$ cat src/sv/assert_macros.svh
// ----------------------------------------------------------------------------
// Assertion macros
// Shared concurrent assertion forms for the RTL.
// ----------------------------------------------------------------------------
`ifndef ASSERT_MACROS_SVH
`define ASSERT_MACROS_SVH

// Same-cycle implication.
`define ASSERT_IMPLIES(lbl, clk, rst_n, ante, cons) \
	lbl: assert property (@(posedge clk) disable iff (!rst_n) (ante) |-> (cons)) \
		else $error("same-cycle implication violated");

// Next-cycle implication.
`define ASSERT_NEXT(lbl, clk, rst_n, ante, cons) \
	lbl: assert property (@(posedge clk) disable iff (!rst_n) (ante) |=> (cons)) \
		else $error("next-cycle implication violated");

`endif

$ cat src/sv/aspg_pkg.sv
`timescale 1ns / 1ps
// ----------------------------------------------------------------------------
// aspg_pkg
// Shared widths, register indexes and status codes of the scan point generator.
// ----------------------------------------------------------------------------
package aspg_pkg;

	localparam int LC_W       = 11;  // line_count / point_count width
	localparam int LN_W       = 10;  // line_number width
	localparam int RN_W       = 11;  // row_number width
	localparam int ST_W       = 2;   // status width
	localparam int CFG_IDX_W  = 3;
	localparam int CFG_DATA_W = 16;

	localparam int PEAK_RESET  = 4095;
	localparam int COUNT_RESET = 256;

	localparam logic [CFG_IDX_W-1:0] REG_PEAK   = 3'd0;
	localparam logic [CFG_IDX_W-1:0] REG_BASE   = 3'd1;
	localparam logic [CFG_IDX_W-1:0] REG_FLOOR  = 3'd2;
	localparam logic [CFG_IDX_W-1:0] REG_LINES  = 3'd3;
	localparam logic [CFG_IDX_W-1:0] REG_POINTS = 3'd4;

	localparam logic [ST_W-1:0] STATUS_OK    = 2'd0;
	localparam logic [ST_W-1:0] STATUS_EMPTY = 2'd1;
	localparam logic [ST_W-1:0] STATUS_RANGE = 2'd2;

endpackage

$ cat src/sv/actuator_scan_point_generator.sv
`timescale 1ns / 1ps
// ----------------------------------------------------------------------------
// actuator_scan_point_generator
// Returns the two actuator drive codes of one scan point (line, row).
// ----------------------------------------------------------------------------
// Usage:
//  - Request channel (req_valid/req_stall, line_number, row_number): one
//    transaction per scan point. req_stall stays high while a point is computed.
//  - Response channel (rsp_valid/rsp_stall, x_code, y_code, status): one
//    transaction per request, in order. A finished result sits in the output
//    register; a stalled receiver holds it there, and the next request is
//    still taken, but its result is not loaded before the old one is gone.
//  - Config channel (cfg_valid/cfg_ready, cfg_index, cfg_data): always ready;
//    write only while no request is in flight.
//  - Steps: an out-of-range request goes straight to the response. Otherwise
//    setup is a square power product, a bit-serial divide by line_count and
//    a square root of half the power; then each of the 2N rows of the line
//    is visited twice. The shared bit-serial square root unit and the single
//    multiplier serve all of these steps; only one point is in work at a time.
//  - Reset: registers return to peak all ones, base 0, floor 0, 256 lines,
//    256 points; no response pending.
// ----------------------------------------------------------------------------
`include "assert_macros.svh"

module actuator_scan_point_generator #(
	parameter int MAX_LINES  = 1024,
	parameter int MAX_POINTS = 1024,
	parameter int DAC_BITS   = 12
) (
	input  logic                              clk,
	input  logic                              arst_n,
	input  logic                              req_valid,
	output logic                              req_stall,
	input  logic [aspg_pkg::LN_W-1:0]         line_number,
	input  logic [aspg_pkg::RN_W-1:0]         row_number,
	output logic                              rsp_valid,
	input  logic                              rsp_stall,
	output logic [DAC_BITS-1:0]               x_code,
	output logic [DAC_BITS-1:0]               y_code,
	output logic [aspg_pkg::ST_W-1:0]         status,
	input  logic                              cfg_valid,
	output logic                              cfg_ready,
	input  logic [aspg_pkg::CFG_IDX_W-1:0]    cfg_index,
	input  logic [aspg_pkg::CFG_DATA_W-1:0]   cfg_data
);

	localparam int D      = DAC_BITS;
	localparam int LC_W   = aspg_pkg::LC_W;
	localparam int SQ_W   = 2 * D;          // squares of codes
	localparam int KW     = 2 * D + 1;      // row key
	localparam int MA_W   = 2 * D + 2;      // multiplier operand A
	localparam int MB_W   = (D + 1 > LC_W + 1) ? D + 1 : LC_W + 1;
	localparam int PW     = MA_W + MB_W;    // product
	localparam int TW     = PW + 1;         // scaled target
	localparam int DW     = PW + 2;         // distance
	localparam int RC_W   = D + 1;          // row counter
	localparam int CNT_W  = $clog2(PW + 1);
	localparam int CMP_W  = 13;             // room for limits up to 4096

	typedef enum logic [4:0] {
		ST_IDLE, ST_SQMAX, ST_SQMIN, ST_KSCL, ST_DIVINIT, ST_DIV, ST_PSUM,
		ST_S_GO, ST_S_WAIT, ST_ROW, ST_LSQ, ST_RGO, ST_RWAIT, ST_A1, ST_A2,
		ST_KEY, ST_KSC, ST_DIST, ST_NEXT, ST_T1, ST_T2, ST_T3, ST_DONE
	} state_t;

	// configuration
	logic [D-1:0]    peak_q, base_q, floor_q;
	logic [LC_W-1:0] lines_q, points_q;

	// control
	state_t           state_q;
	logic             rsp_valid_q;
	logic [CNT_W-1:0] cnt_q;
	logic [RC_W-1:0]  r_q;
	logic             pass_q;

	// datapath
	logic [aspg_pkg::LN_W-1:0] line_q;
	logic [LC_W-1:0]           j_q;
	logic [aspg_pkg::ST_W-1:0] stat_q;
	logic [SQ_W-1:0]           sqmax_q, sqmin_q, p_q, sq1_q;
	logic                      neg_q;
	logic [PW-1:0]             dvd_q;
	logic [LC_W-1:0]           rem_q;
	logic [D-1:0]              s_q, n_q, lin_q, a1_q, a2_q, best_a1_q, best_a2_q;
	logic                      half_q;
	logic signed [KW-1:0]      key_q, kmin_q, kmax_q;
	logic [LC_W-1:0]           scale_q;
	logic signed [PW-1:0]      prod_q, tgt_q;
	logic signed [TW-1:0]      target_q;
	logic [DW-1:0]             best_d_q;
	logic [D-1:0]              x_q, y_q;
	logic [aspg_pkg::ST_W-1:0] status_q;

	// combinational
	logic                  req_acc, bad_req, rsp_load, r_last, half_c, n_pos;
	logic [RC_W:0]         j_full;
	logic [D-1:0]          lin_c;
	logic signed [D+1:0]   n_s;
	logic signed [KW-1:0]  pdiff, key_c;
	logic signed [MA_W-1:0] mul_a;
	logic signed [MB_W-1:0] mul_b;
	logic [LC_W:0]         kstep;
	logic [LC_W:0]         rem_sh;
	logic                  rem_ge;
	logic signed [PW-1:0]  qs;
	logic signed [PW:0]    psum;
	logic signed [SQ_W:0]  rdiff;
	logic [SQ_W-1:0]       sq_rad;
	logic                  sq_start, sq_done;
	logic [D-1:0]          sq_root;
	logic signed [DW-1:0]  dd;
	logic [DW-1:0]         ad;

	assign cfg_ready = 1'b1;
	assign req_stall = (state_q != ST_IDLE);
	assign req_acc   = req_valid && !req_stall;
	assign rsp_load  = (state_q == ST_DONE) && (!rsp_valid_q || !rsp_stall);

	assign bad_req = (lines_q == '0) || (points_q == '0)
		|| ({2'b00, lines_q} > CMP_W'(MAX_LINES))
		|| ({2'b00, points_q} > CMP_W'(MAX_POINTS))
		|| ({1'b0, line_number} >= lines_q)
		|| ({1'b0, row_number} >= {points_q, 1'b0});

	// mirrored sample index: rows past point_count run backwards
	assign j_full = (RC_W+1)'({points_q, 1'b0}) - 1'b1 - (RC_W+1)'(row_number);

	assign kstep = {1'b0, line_q} + 1'b1;
	assign pdiff = $signed({1'b0, sqmax_q}) - $signed({1'b0, prod_q[SQ_W-1:0]});

	// bit-serial divide step of |diff*k| by line_count
	assign rem_sh = {rem_q, dvd_q[PW-1]};
	assign rem_ge = (rem_sh >= {1'b0, lines_q});
	assign qs     = neg_q ? -$signed(dvd_q) : $signed(dvd_q);
	assign psum   = (PW+1)'(qs) + $signed({1'b0, (PW)'(sqmin_q)});

	assign n_s   = $signed({2'b00, sq_root}) - $signed({2'b00, floor_q});
	assign n_pos = (n_s > 0);

	// first half: linear code rising from floor; second half: s-1 falling
	assign half_c = (r_q >= {1'b0, n_q});
	assign lin_c  = half_c ? D'({1'b0, s_q} + {1'b0, n_q} - 1'b1 - r_q)
	                       : D'({1'b0, floor_q} + r_q);
	assign r_last = (r_q == ({n_q, 1'b0} - 1'b1));

	assign rdiff  = $signed({1'b0, p_q}) - $signed({1'b0, prod_q[SQ_W-1:0]});
	assign sq_rad = (state_q == ST_S_GO) ? (p_q >> 1)
	              : (rdiff < 0) ? '0 : rdiff[SQ_W-1:0];
	assign sq_start = (state_q == ST_S_GO) || (state_q == ST_RGO);

	assign key_c = (a1_q == '0) ? '0
	             : $signed({1'b0, sq1_q}) - $signed({1'b0, prod_q[SQ_W-1:0]});

	assign dd = DW'(prod_q) - DW'(target_q);
	assign ad = (dd < 0) ? DW'(-dd) : DW'(dd);

	aspg_isqrt #(.RW(D)) u_isqrt (
		.clk    (clk),
		.arst_n (arst_n),
		.start  (sq_start),
		.rad    (sq_rad),
		.done   (sq_done),
		.root   (sq_root)
	);

	// shared multiplier operand select
	always_comb begin
		mul_a = '0;
		mul_b = '0;
		unique case (state_q)
			ST_SQMAX: begin
				mul_a = MA_W'(peak_q);
				mul_b = MB_W'(peak_q);
			end
			ST_SQMIN: begin
				mul_a = MA_W'(base_q);
				mul_b = MB_W'(base_q);
			end
			ST_KSCL: begin
				mul_a = MA_W'(pdiff);
				mul_b = MB_W'(kstep);
			end
			ST_LSQ: begin
				mul_a = MA_W'(lin_q);
				mul_b = MB_W'(lin_q);
			end
			ST_A1: begin
				mul_a = MA_W'(a1_q);
				mul_b = MB_W'(a1_q);
			end
			ST_A2: begin
				mul_a = MA_W'(a2_q);
				mul_b = MB_W'(a2_q);
			end
			ST_KSC: begin
				mul_a = MA_W'(key_q);
				mul_b = MB_W'(scale_q);
			end
			ST_T1: begin
				mul_a = MA_W'(kmin_q);
				mul_b = MB_W'(LC_W'(points_q - 1'b1));
			end
			ST_T2: begin
				mul_a = MA_W'(kmax_q) - MA_W'(kmin_q);
				mul_b = MB_W'(j_q);
			end
			default: ;
		endcase
	end

	// configuration registers
	always_ff @(posedge clk or negedge arst_n) begin
		if (!arst_n) begin
			peak_q   <= D'(aspg_pkg::PEAK_RESET);
			base_q   <= '0;
			floor_q  <= '0;
			lines_q  <= LC_W'(aspg_pkg::COUNT_RESET);
			points_q <= LC_W'(aspg_pkg::COUNT_RESET);
		end else if (cfg_valid && cfg_ready) begin
			unique case (cfg_index)
				aspg_pkg::REG_PEAK:   peak_q   <= cfg_data[D-1:0];
				aspg_pkg::REG_BASE:   base_q   <= cfg_data[D-1:0];
				aspg_pkg::REG_FLOOR:  floor_q  <= cfg_data[D-1:0];
				aspg_pkg::REG_LINES:  lines_q  <= cfg_data[LC_W-1:0];
				aspg_pkg::REG_POINTS: points_q <= cfg_data[LC_W-1:0];
				default: ;
			endcase
		end
	end

	// sequencer
	always_ff @(posedge clk or negedge arst_n) begin
		if (!arst_n) begin
			state_q     <= ST_IDLE;
			rsp_valid_q <= 1'b0;
			cnt_q       <= '0;
			r_q         <= '0;
			pass_q      <= 1'b0;
		end else begin
			if (rsp_load)
				rsp_valid_q <= 1'b1;
			else if (rsp_valid_q && !rsp_stall)
				rsp_valid_q <= 1'b0;
			unique case (state_q)
				ST_IDLE:    if (req_acc) state_q <= bad_req ? ST_DONE : ST_SQMAX;
				ST_SQMAX:   state_q <= ST_SQMIN;
				ST_SQMIN:   state_q <= ST_KSCL;
				ST_KSCL:    state_q <= ST_DIVINIT;
				ST_DIVINIT: begin
					cnt_q   <= CNT_W'(PW);
					state_q <= ST_DIV;
				end
				ST_DIV: begin
					cnt_q <= cnt_q - 1'b1;
					if (cnt_q == CNT_W'(1))
						state_q <= ST_PSUM;
				end
				ST_PSUM:    state_q <= ST_S_GO;
				ST_S_GO:    state_q <= ST_S_WAIT;
				ST_S_WAIT: begin
					if (sq_done) begin
						r_q     <= '0;
						pass_q  <= 1'b0;
						state_q <= n_pos ? ST_ROW : ST_DONE;
					end
				end
				ST_ROW:     state_q <= ST_LSQ;
				ST_LSQ:     state_q <= ST_RGO;
				ST_RGO:     state_q <= ST_RWAIT;
				ST_RWAIT:   if (sq_done) state_q <= ST_A1;
				ST_A1:      state_q <= ST_A2;
				ST_A2:      state_q <= ST_KEY;
				ST_KEY:     state_q <= pass_q ? ST_KSC : ST_NEXT;
				ST_KSC:     state_q <= ST_DIST;
				ST_DIST:    state_q <= ST_NEXT;
				ST_NEXT: begin
					if (r_last) begin
						state_q <= pass_q ? ST_DONE : ST_T1;
					end else begin
						r_q     <= r_q + 1'b1;
						state_q <= ST_ROW;
					end
				end
				ST_T1: begin
					if (points_q == LC_W'(1)) begin
						r_q     <= '0;
						pass_q  <= 1'b1;
						state_q <= ST_ROW;
					end else begin
						state_q <= ST_T2;
					end
				end
				ST_T2:      state_q <= ST_T3;
				ST_T3: begin
					r_q     <= '0;
					pass_q  <= 1'b1;
					state_q <= ST_ROW;
				end
				ST_DONE:    if (rsp_load) state_q <= ST_IDLE;
				default:    state_q <= ST_IDLE;
			endcase
		end
	end

	// datapath registers
	always_ff @(posedge clk) begin
		prod_q <= PW'(mul_a) * PW'(mul_b);
		case (state_q)
			ST_IDLE: begin
				if (req_acc) begin
					line_q <= line_number;
					j_q    <= ({1'b0, row_number} < {1'b0, points_q})
						? LC_W'(row_number) : LC_W'(j_full);
					stat_q <= bad_req ? aspg_pkg::STATUS_RANGE : aspg_pkg::STATUS_OK;
				end
			end
			ST_SQMIN: sqmax_q <= prod_q[SQ_W-1:0];
			ST_KSCL:  sqmin_q <= prod_q[SQ_W-1:0];
			ST_DIVINIT: begin
				neg_q <= prod_q[PW-1];
				dvd_q <= prod_q[PW-1] ? PW'(-prod_q) : PW'(prod_q);
				rem_q <= '0;
			end
			ST_DIV: begin
				rem_q <= rem_ge ? LC_W'(rem_sh - {1'b0, lines_q}) : LC_W'(rem_sh);
				dvd_q <= {dvd_q[PW-2:0], rem_ge};
			end
			ST_PSUM: p_q <= psum[SQ_W-1:0];
			ST_S_WAIT: begin
				if (sq_done) begin
					s_q <= sq_root;
					n_q <= n_s[D-1:0];
					if (!n_pos)
						stat_q <= aspg_pkg::STATUS_EMPTY;
				end
			end
			ST_ROW: begin
				lin_q  <= lin_c;
				half_q <= half_c;
			end
			ST_RWAIT: begin
				if (sq_done) begin
					a1_q <= half_q ? sq_root : lin_q;
					a2_q <= half_q ? lin_q : sq_root;
				end
			end
			ST_A2: sq1_q <= prod_q[SQ_W-1:0];
			ST_KEY: begin
				key_q <= key_c;
				if (!pass_q) begin
					if (r_q == '0 || key_c < kmin_q)
						kmin_q <= key_c;
					if (r_q == '0 || key_c > kmax_q)
						kmax_q <= key_c;
				end
			end
			ST_T1: begin
				if (points_q == LC_W'(1)) begin
					scale_q  <= LC_W'(1);
					target_q <= TW'(kmax_q);
				end else begin
					scale_q <= LC_W'(points_q - 1'b1);
				end
			end
			ST_T2: tgt_q <= prod_q;
			ST_T3: target_q <= TW'(tgt_q) + TW'(prod_q);
			ST_DIST: begin
				// strict compare: the earliest row keeps a tie
				if (r_q == '0 || ad < best_d_q) begin
					best_d_q  <= ad;
					best_a1_q <= a1_q;
					best_a2_q <= a2_q;
				end
			end
			ST_DONE: begin
				if (rsp_load) begin
					status_q <= stat_q;
					x_q <= (stat_q == aspg_pkg::STATUS_OK) ? best_a1_q : '0;
					y_q <= (stat_q == aspg_pkg::STATUS_OK) ? best_a2_q : '0;
				end
			end
			default: ;
		endcase
	end

	assign rsp_valid = rsp_valid_q;
	assign x_code    = x_q;
	assign y_code    = y_q;
	assign status    = status_q;

	`ASSERT_NEXT(a_accept_starts_work, clk, arst_n, req_acc, state_q != ST_IDLE)
	`ASSERT_IMPLIES(a_status_code, clk, arst_n, rsp_valid_q, status_q == aspg_pkg::STATUS_OK || status_q == aspg_pkg::STATUS_EMPTY || status_q == aspg_pkg::STATUS_RANGE)
	`ASSERT_IMPLIES(a_fault_zero_codes, clk, arst_n, rsp_valid_q && status_q != aspg_pkg::STATUS_OK, x_q == '0 && y_q == '0)
	`ASSERT_NEXT(a_root_waited, clk, arst_n, sq_start, state_q == ST_S_WAIT || state_q == ST_RWAIT)

endmodule

$ cat src/sv/aspg_isqrt.sv
`timescale 1ns / 1ps
// ----------------------------------------------------------------------------
// aspg_isqrt
// Iterative rounded integer square root, one result bit per cycle.
// ----------------------------------------------------------------------------
module aspg_isqrt #(
	parameter int RW = 12
) (
	input  logic            clk,
	input  logic            arst_n,
	input  logic            start,
	input  logic [2*RW-1:0] rad,
	output logic            done,
	output logic [RW-1:0]   root
);

	localparam int CW = $clog2(RW + 1);

	logic            busy_q;
	logic            done_q;
	logic [CW-1:0]   cnt_q;
	logic [2*RW-1:0] rad_q;
	logic [RW+1:0]   rem_q;
	logic [RW-1:0]   root_q;

	logic [RW+3:0] cur;
	logic [RW+3:0] trial;
	logic          ge;

	assign cur   = {rem_q, rad_q[2*RW-1 -: 2]};
	assign trial = {2'b00, root_q, 2'b01};
	assign ge    = (cur >= trial);

	always_ff @(posedge clk or negedge arst_n) begin
		if (!arst_n) begin
			busy_q <= 1'b0;
			done_q <= 1'b0;
			cnt_q  <= '0;
		end else begin
			done_q <= 1'b0;
			if (start) begin
				busy_q <= 1'b1;
				cnt_q  <= CW'(RW);
			end else if (busy_q) begin
				if (cnt_q == '0) begin
					busy_q <= 1'b0;
					done_q <= 1'b1;
				end else begin
					cnt_q <= cnt_q - 1'b1;
				end
			end
		end
	end

	// digit recurrence; last cycle rounds (remainder above root means round up)
	always_ff @(posedge clk) begin
		if (start) begin
			rad_q  <= rad;
			rem_q  <= '0;
			root_q <= '0;
		end else if (busy_q) begin
			if (cnt_q == '0) begin
				if ({2'b00, root_q} < rem_q)
					root_q <= root_q + 1'b1;
			end else begin
				rad_q <= rad_q << 2;
				if (ge) begin
					rem_q  <= (RW+2)'(cur - trial);
					root_q <= {root_q[RW-2:0], 1'b1};
				end else begin
					rem_q  <= (RW+2)'(cur);
					root_q <= {root_q[RW-2:0], 1'b0};
				end
			end
		end
	end

	assign done = done_q;
	assign root = root_q;

endmodule

$ cat config.mk
export PLATFORM = sky130hd
export DESIGN_NAME = actuator_scan_point_generator
export DESIGN_NICKNAME = d
export VERILOG_FILES = /design/src/sv/aspg_pkg.sv /design/src/sv/actuator_scan_point_generator.sv /design/src/sv/aspg_isqrt.sv
export VERILOG_INCLUDE_DIRS = /design/src /design/src/sv
export SDC_FILE = /design/constraint.sdc
export NUM_CORES = 2
export LEC_CHECK = 0
export BUFFER_PORTS_ARGS = -buffer_cell sky130_fd_sc_hd__buf_4
export CAP_MARGIN = 10
export CORE_ASPECT_RATIO = 1.2
export CORE_MARGIN = 3
export CORE_UTILIZATION = 55
export DETAILED_ROUTE_END_ITERATION = 7
export PLACE_DENSITY = 0.71
export SYNTH_ARGS = -nofsm -noshare
export SYNTH_HDL_FRONTEND = slang
export SYNTH_SLANG_ARGS = --single-unit
export TNS_END_PERCENT = 50
$ cat constraint.sdc
create_clock -name clk -period 9.95 [get_ports clk]
set_input_delay 1.99 -clock clk [delete_from_list [all_inputs] [get_ports clk]]
set_output_delay 1.99 -clock clk [all_outputs]
set_load 0.05 [all_outputs]
==> Word-level counts from Yosys, hierarchy flattened <==
Index checks and enable logic that the tools add are counted.
{ "totals": {"reg_bits": 666, "latch_bits": 0, "ram_bits": 0, "rom_bits": 0, "inputBits": 45, "output_inout_bits": 29, "word_cells": 240, "memories": 0} }
{ "op_classes": {"n_addsub": 26, "n_mul": 1, "div": 0, "n_lt_le_gt_ge": 15, "eq_ne": 39, "n_shift": 0, "muxes": 60, "bitwise": 2, "n_reduce_logical": 52} }
{ "ops": {"columns": ["cell", "count"], "rows": [
  ["$pmux 26 s9", 1],
  ["$mux 24", 6],
  ["$pmux 5 s23", 1],
  ["$pmux 12 s9", 1],
  ["$pmux 40 s2", 1],
  ["$pmux 39 s2", 1],
  ["$sub 24x24->25", 3],
  ["$mux 12", 5],
  ["$pmux 13 s4", 1],
  ["$mux 5", 9],
  ["$lt 41x1->1 const B", 1],
  ["$lt 41x41->1", 1],
  ["$mux 41", 1],
  ["$neg 41->41", 1],
  ["$sub 39x40->41", 1],
  ["$add 39x39->40", 1],
  ["$eq 5x4->1 const B", 8],
  ["$mux 40", 1],
  ["$mul 26x13->39", 1],
  ["$mux 13", 3],
  ["$mux 39", 1],
  ["$neg 39->39", 1],
  ["$eq 5x5->1 const B", 7],
  ["$reduce_and 2->1", 14],
  ["68 further kinds", 124]
]} }

==> Longest topological paths before layout <==
{ "logic_depth": {"ltp_word": 9, "depth_mapped": 38, "ltp_nobuf": 38} }

==> Hierarchy <==
Synthesis repeated with hierarchy kept, for this count alone.
{ "hier_totals": {"hier_cells": 5752, "hier_area_um2": 55419.4} }
{ "by_module_without_submodules": {"columns": ["mod", "instances", "cells_per_inst", "area_each_um2", "seq_area_each_um2"], "rows": [
  ["actuator_scan_point_generator", 1, 5353, 51755.9, 17524.3],
  ["aspg_isqrt", 1, 399, 3663.5, 1391.3]
]} }

==> Worst setup path after synthesis <==
No wires, ideal clock.
{ "synth_path": {"path_type": "register to register", "from": "register prod_q[0]", "to": "register best_a1_q[0] (enable)", "setup_ns": 0.588, "t_arrival_ns": 8.556, "required_ns": 9.362, "path_slack_ns": 0.806, "path_stages_with_launch": 30, "path_buffers": 1, "period_less_slack_ns": 9.144, "cell_sequence": "dfxtp_1 > inv_1 > ha_1 > inv_1 > fa_1 > a211oi_1 > o211a_1 > or4b_4 > a21o_1 > o31ai_1 > a21oi_1 > a311oi_1 > o21a_1 > o21ai_1 > a31o_2 > clkbuf_1 > o21ai_0 > ha_1 > a21boi_0 > o21a_1 > o21a_1 > o21a_1 > o21a_1 > o21a_1 > o21ai_0 > nand2b_1 > a21oi_1 > o31ai_1 > and3_1 > o32ai_1"} }
{ "synth_via": {"elab_chain_len": 6, "word_cells_on_any_way": 7, "classes_between": "add/sub (2); order compare (2); mux (1); reduce/logical (2)"} }
{ "synth_rtl": {"columns": ["item", "line_no", "source"], "rows": [
  ["start: declaration", "actuator_scan_point_generator.sv:89", "logic signed [PW-1:0] prod_q, tgt_q;"],
  ["start signal: assignment", "actuator_scan_point_generator.sv:308", "prod_q <= PW'(mul_a) * PW'(mul_b);"],
  ["$sub 39x40->41 (*)", "actuator_scan_point_generator.sv:155", "assign dd = DW'(prod_q) - DW'(target_q);"],
  ["$neg 41->41 / $lt 41x1->1 (equally long branches)", "actuator_scan_point_generator.sv:156", "assign ad = (dd < 0) ? DW'(-dd) : DW'(dd);"],
  ["$mux 41 (*)", "actuator_scan_point_generator.sv:156", null],
  ["named net ad[1]", "actuator_scan_point_generator.sv:113", "logic [DW-1:0] ad;"],
  ["$lt 41x41->1 (*)", "actuator_scan_point_generator.sv:370", "if (r_q == '0 || ad < best_d_q) begin"],
  ["$logic_or 1x1->1 (*)", "actuator_scan_point_generator.sv:370", null],
  ["$reduce_and 2->1 (no source line) (*)", null, null],
  ["end signal: assignment", "actuator_scan_point_generator.sv:372", "best_a1_q <= a1_q;"],
  ["end: declaration", "actuator_scan_point_generator.sv:85", "logic [D-1:0] s_q, n_q, lin_q, a1_q, a2_q, best_a1_q, best_a2_q;"]
]} }
The timed path passes the listed nets; every way through them passes the cells marked *.
A chain may end at the register's enable or synchronous reset.

==> Worst setup path after layout <==
{ "layout_path": {"from": "register kmax_q[0]", "to": "register prod_q[37]"} }
{ "layout_via": {"elab_chain_len": 3} }
{ "layout_rtl": {"columns": ["item", "line_no", "source"], "rows": [
  ["start: declaration", "actuator_scan_point_generator.sv:87", "logic signed [KW-1:0] key_q, kmin_q, kmax_q;"],
  ["start signal: assignment", "actuator_scan_point_generator.sv:355", "kmax_q <= key_c;"],
  ["$sub 25x25->26", "actuator_scan_point_generator.sv:205", "mul_a = MA_W'(kmax_q) - MA_W'(kmin_q);"],
  ["$pmux 26 s9", "actuator_scan_point_generator.sv:171", "unique case (state_q)"],
  ["$mul 26x13->39", "actuator_scan_point_generator.sv:308", null]
]} }
Every way passes these cells.

==> results by group <==
Critical path
  – Crit-path max FO: 7
  – CP required: 10.50 ns
  – Crit end category: flop
  – Most used cell, CP: a21o_1
  – Largest stage delay, worst path: around 0.55 ns
  – Slowest CP cell: fa_1
  – WS Path Type: reg2reg
  – Crit start category: flop
  – Critical path arrival: 10.06 ns

Timing
  – Post-route clock period utilization: 0.955
  – Slew HR: 0.149
  – Final setup violation count: 0
  – Crit path time final: roughly 9.5 ns
  – Clock Skews: between 0.05 and 0.06 ns
  – Highest clock rate: 105 MHz
  – RSZ-0062 raised after global routing: true
  – Hold Violations, Final: 0
  – Slew Viols, Final: 0
  – Worst slew pin tran: about 1.3 ns
  – Final worst-path setup slack: between 0.4 and 0.5 ns

Yosys
  – Post-synthesis sequential area ratio: 0.347
  – Synth Instances: ~5700
  – Asr flop ratio synth: 0.135
  – Synth warnings: 0
  – Syn Area/Cell: 9.63 µm²
  – Yosys cell types: 87
  – Synth area leaders: edfxtp_1 28%, ha_1 12%, fa_1 11%, inv_1 5.2%, xnor2_1 4.1%
  – Synth Cell Area: 0.0544 mm²
  – Yosys reg bits: 666
  – Top-area cell type share of the netlist area: 0.282
  – Area leader, netlist: edfxtp_1
  – Synth Flop Type: edfxtp_1
  – Post-synth EDFFs: a little over 500

Drt
  – Initial drt markers: between 3000 and 4000
  – WL final: about 150000 µm
  – Routed wire length per instance: roughly 21 µm
  – Routed via count: 42331
  – # DRC: 0
  – Via/cell ratio: approximately 6
  – TritonRoute pass-1 iters: 7
  – DRT antenna net count: 0

Hold path
  – Worst min-delay path category: reg2reg

Die
  – Total die area: between 0.1 and 0.15 mm²
  – Core region area: between 0.09 and 0.1 mm²
  – Die Wd: 293 µm
  – Die extent in y: between 300 and 400 µm
  – IO Pins: 74
  – Row count: between 100 and 150
  – Initial Util: 0.559

CTS
  – Post-CTS Hold Buffers: 0
  – Clock latency on the worst-skew pair: 0.67 ns
  – Root Buffer: clkbuf_16
  – CTS tree: done
  – Max clock buf depth: 3
  – Num CTS Buffers: 76
  – Setup repair bufs after CTS: 0
  – Post_cts resized: 0
  – Clock transition at path regs: about 0.06 ns
  – H-tree Lvls: 3
  – Sink Count: around 670

Finish
  – Post-layout nets: 6606
  – Share of layout cells above drive strength 1: 0.0748
  – Final Util: 0.611
  – Syn-to-layout area delta: 9.38%

Power and ir drop
  – Static leakage: approximately 26 nW
  – VDD IR max: 187 µV
  – PD cells: ~120 mW/mm²

Global routing
  – Total gr overflow: 0
  – GRT Util Overall: 0.287
  – Initial antenna violation count: 4
  – First-pass GRT wire length: about 230000 µm
  – Pin count of the biggest net entering global routing: between 70 and 80
  – Vias in the first global route: 41710

Placement
  – HPWL after detailed placement: between 100000 and 150000 µm
  – Routability cong.: 0.932
  – Pre-CTS WS: roughly 0.25 ns
  – # port buffers: between 60 and 70

Status
  – Outcome: finished, final reports clean

Job
  – Max cap viols: 0
-- worst max-delay path, delay by kind of cell (launching register included) --
kind / cells / cell delay (ns)
buffers and inverters: 5 / 0.34
adder cells (fa/ha/maj): 8 / 3.46
flip-flops: 1 / 0.39
AO/OA/AOI/OAI: 18 / 4.16
AND/OR/NAND/NOR: 5 / 1.05
-- final cells by class --
type | instances | area [µm²]
inverter | 761 | 2860
clock inverter | 40 | 526
fill | 8171 | 37900
tap | 1270 | 1590
sequential | 666 | 18900
timing repair buffer | 185 | 1390
clock buffer | 101 | 2080
antenna | 1 | 2.50
multi-input combinational | 4062 | 32200
-- logic make-up after synthesis --
family,count (synthesis),share of synthesized area
simple gates,1479,0.130
compound gates,1295,0.152
buf+inv,939,0.0651
fa+ha+maj,809,0.227
flops,666,0.347
xor+xnor,382,0.0615
mux,81,0.0162
other cells,2,0.000138
-- layer usage --
layer / track usage / routed length (µm) / vias to the layer above
met1: 0.341 / 56500 / 20576
met2: 0.504 / 74000 / 1476
li1: - / - / 19867
met3: 0.0358 / 8860 / 412
met4: 0.164 / 9130 / 0
met5: 0 / 0 / -
-- cells in the final DEF, fill, tap and decap left out, types with 20 or more instances in the layout --
cell type / instances
nor2b_1: 68
mux2i_1: 26
a21boi_0: 21
nand4_1: 56
clkbuf_16: 78
ha_1: 508
a211oi_1: 29
nand2_1: 512
buf_4: 185
inv_1: 758
xor2_1: 129
edfxtp_1: 511
a222oi_1: 21
nand3_1: 83
and2_1: 88
a31oi_1: 43
nand2b_1: 65
o21ai_0: 371
dfrtp_1: 76
and3_1: 45
o41ai_1: 20
nor4_1: 26
o21bai_1: 31
mux2_2: 55
o21a_1: 56
dfxtp_1: 64
a21oi_1: 293
xnor2_1: 253
or3_1: 30
a21o_1: 155
o31ai_1: 38
nor2_1: 335
nor3_1: 78
fa_1: 301
a22oi_1: 45
-- metrics by stage --
stage	instances	power [W]	TNS (ns)	cell area, µm²	hold WS, ns
6_report	7086	0.00734	0	59500	0.459
5_1_grt	7085	0.00764	-0.0149	59500	0.459
4_1_cts	7085	0.00736	0	59500	0.458
3_5_place_dp	6944	0.00446	0	56900	0.444
3_3_place_gp	6944	0.00442	0	56900	0.447
2_1_floorplan	5667	0.00414	0	54500	0.426
-- sequential cells by signal, summed over array words and instances (netlist names), 25 cells and up --
name and cells:
tgt_q 39, dvd_q 39, prod_q 39, kmax_q 25, target_q 40, key_q 25
kmin_q 25, best_d_q 41
-- report_power, final --
part	switching [W]	leakage (nW)	internal, W
Clock	0.00122	1.25	0.00170
Combinational	0.000658	18.5	0.000512
Sequential	0.000113	6.26	0.00313
-- cell usage after synthesis (88+ instances only) --
library cell	count
nor2_1	340
ha_1	508
fa_1	301
nand2_1	514
inv_1	760
a21oi_1	294
xnor2_1	253
a21o_1	155
clkbuf_1	160
xor2_1	129
o21ai_0	374
edfxtp_1	511
and2_1	88
-- path summary, 6_finish.rpt --
check,start,endpoint,slack [ns],depth (start not counted)
max,kmax_q[0],prod_q[37],0.44,36
min,a2_q[0],best_a2_q[0],0.46,0
max reg2reg,kmax_q[0],prod_q[37],0.44,36
min reg2reg,a2_q[0],best_a2_q[0],0.46,0
max in group asynchronous,arst_n,base_q[1],7.46,2
min in group asynchronous,arst_n,points_q[7],1.25,1
(Power assumes the default switching activity.)
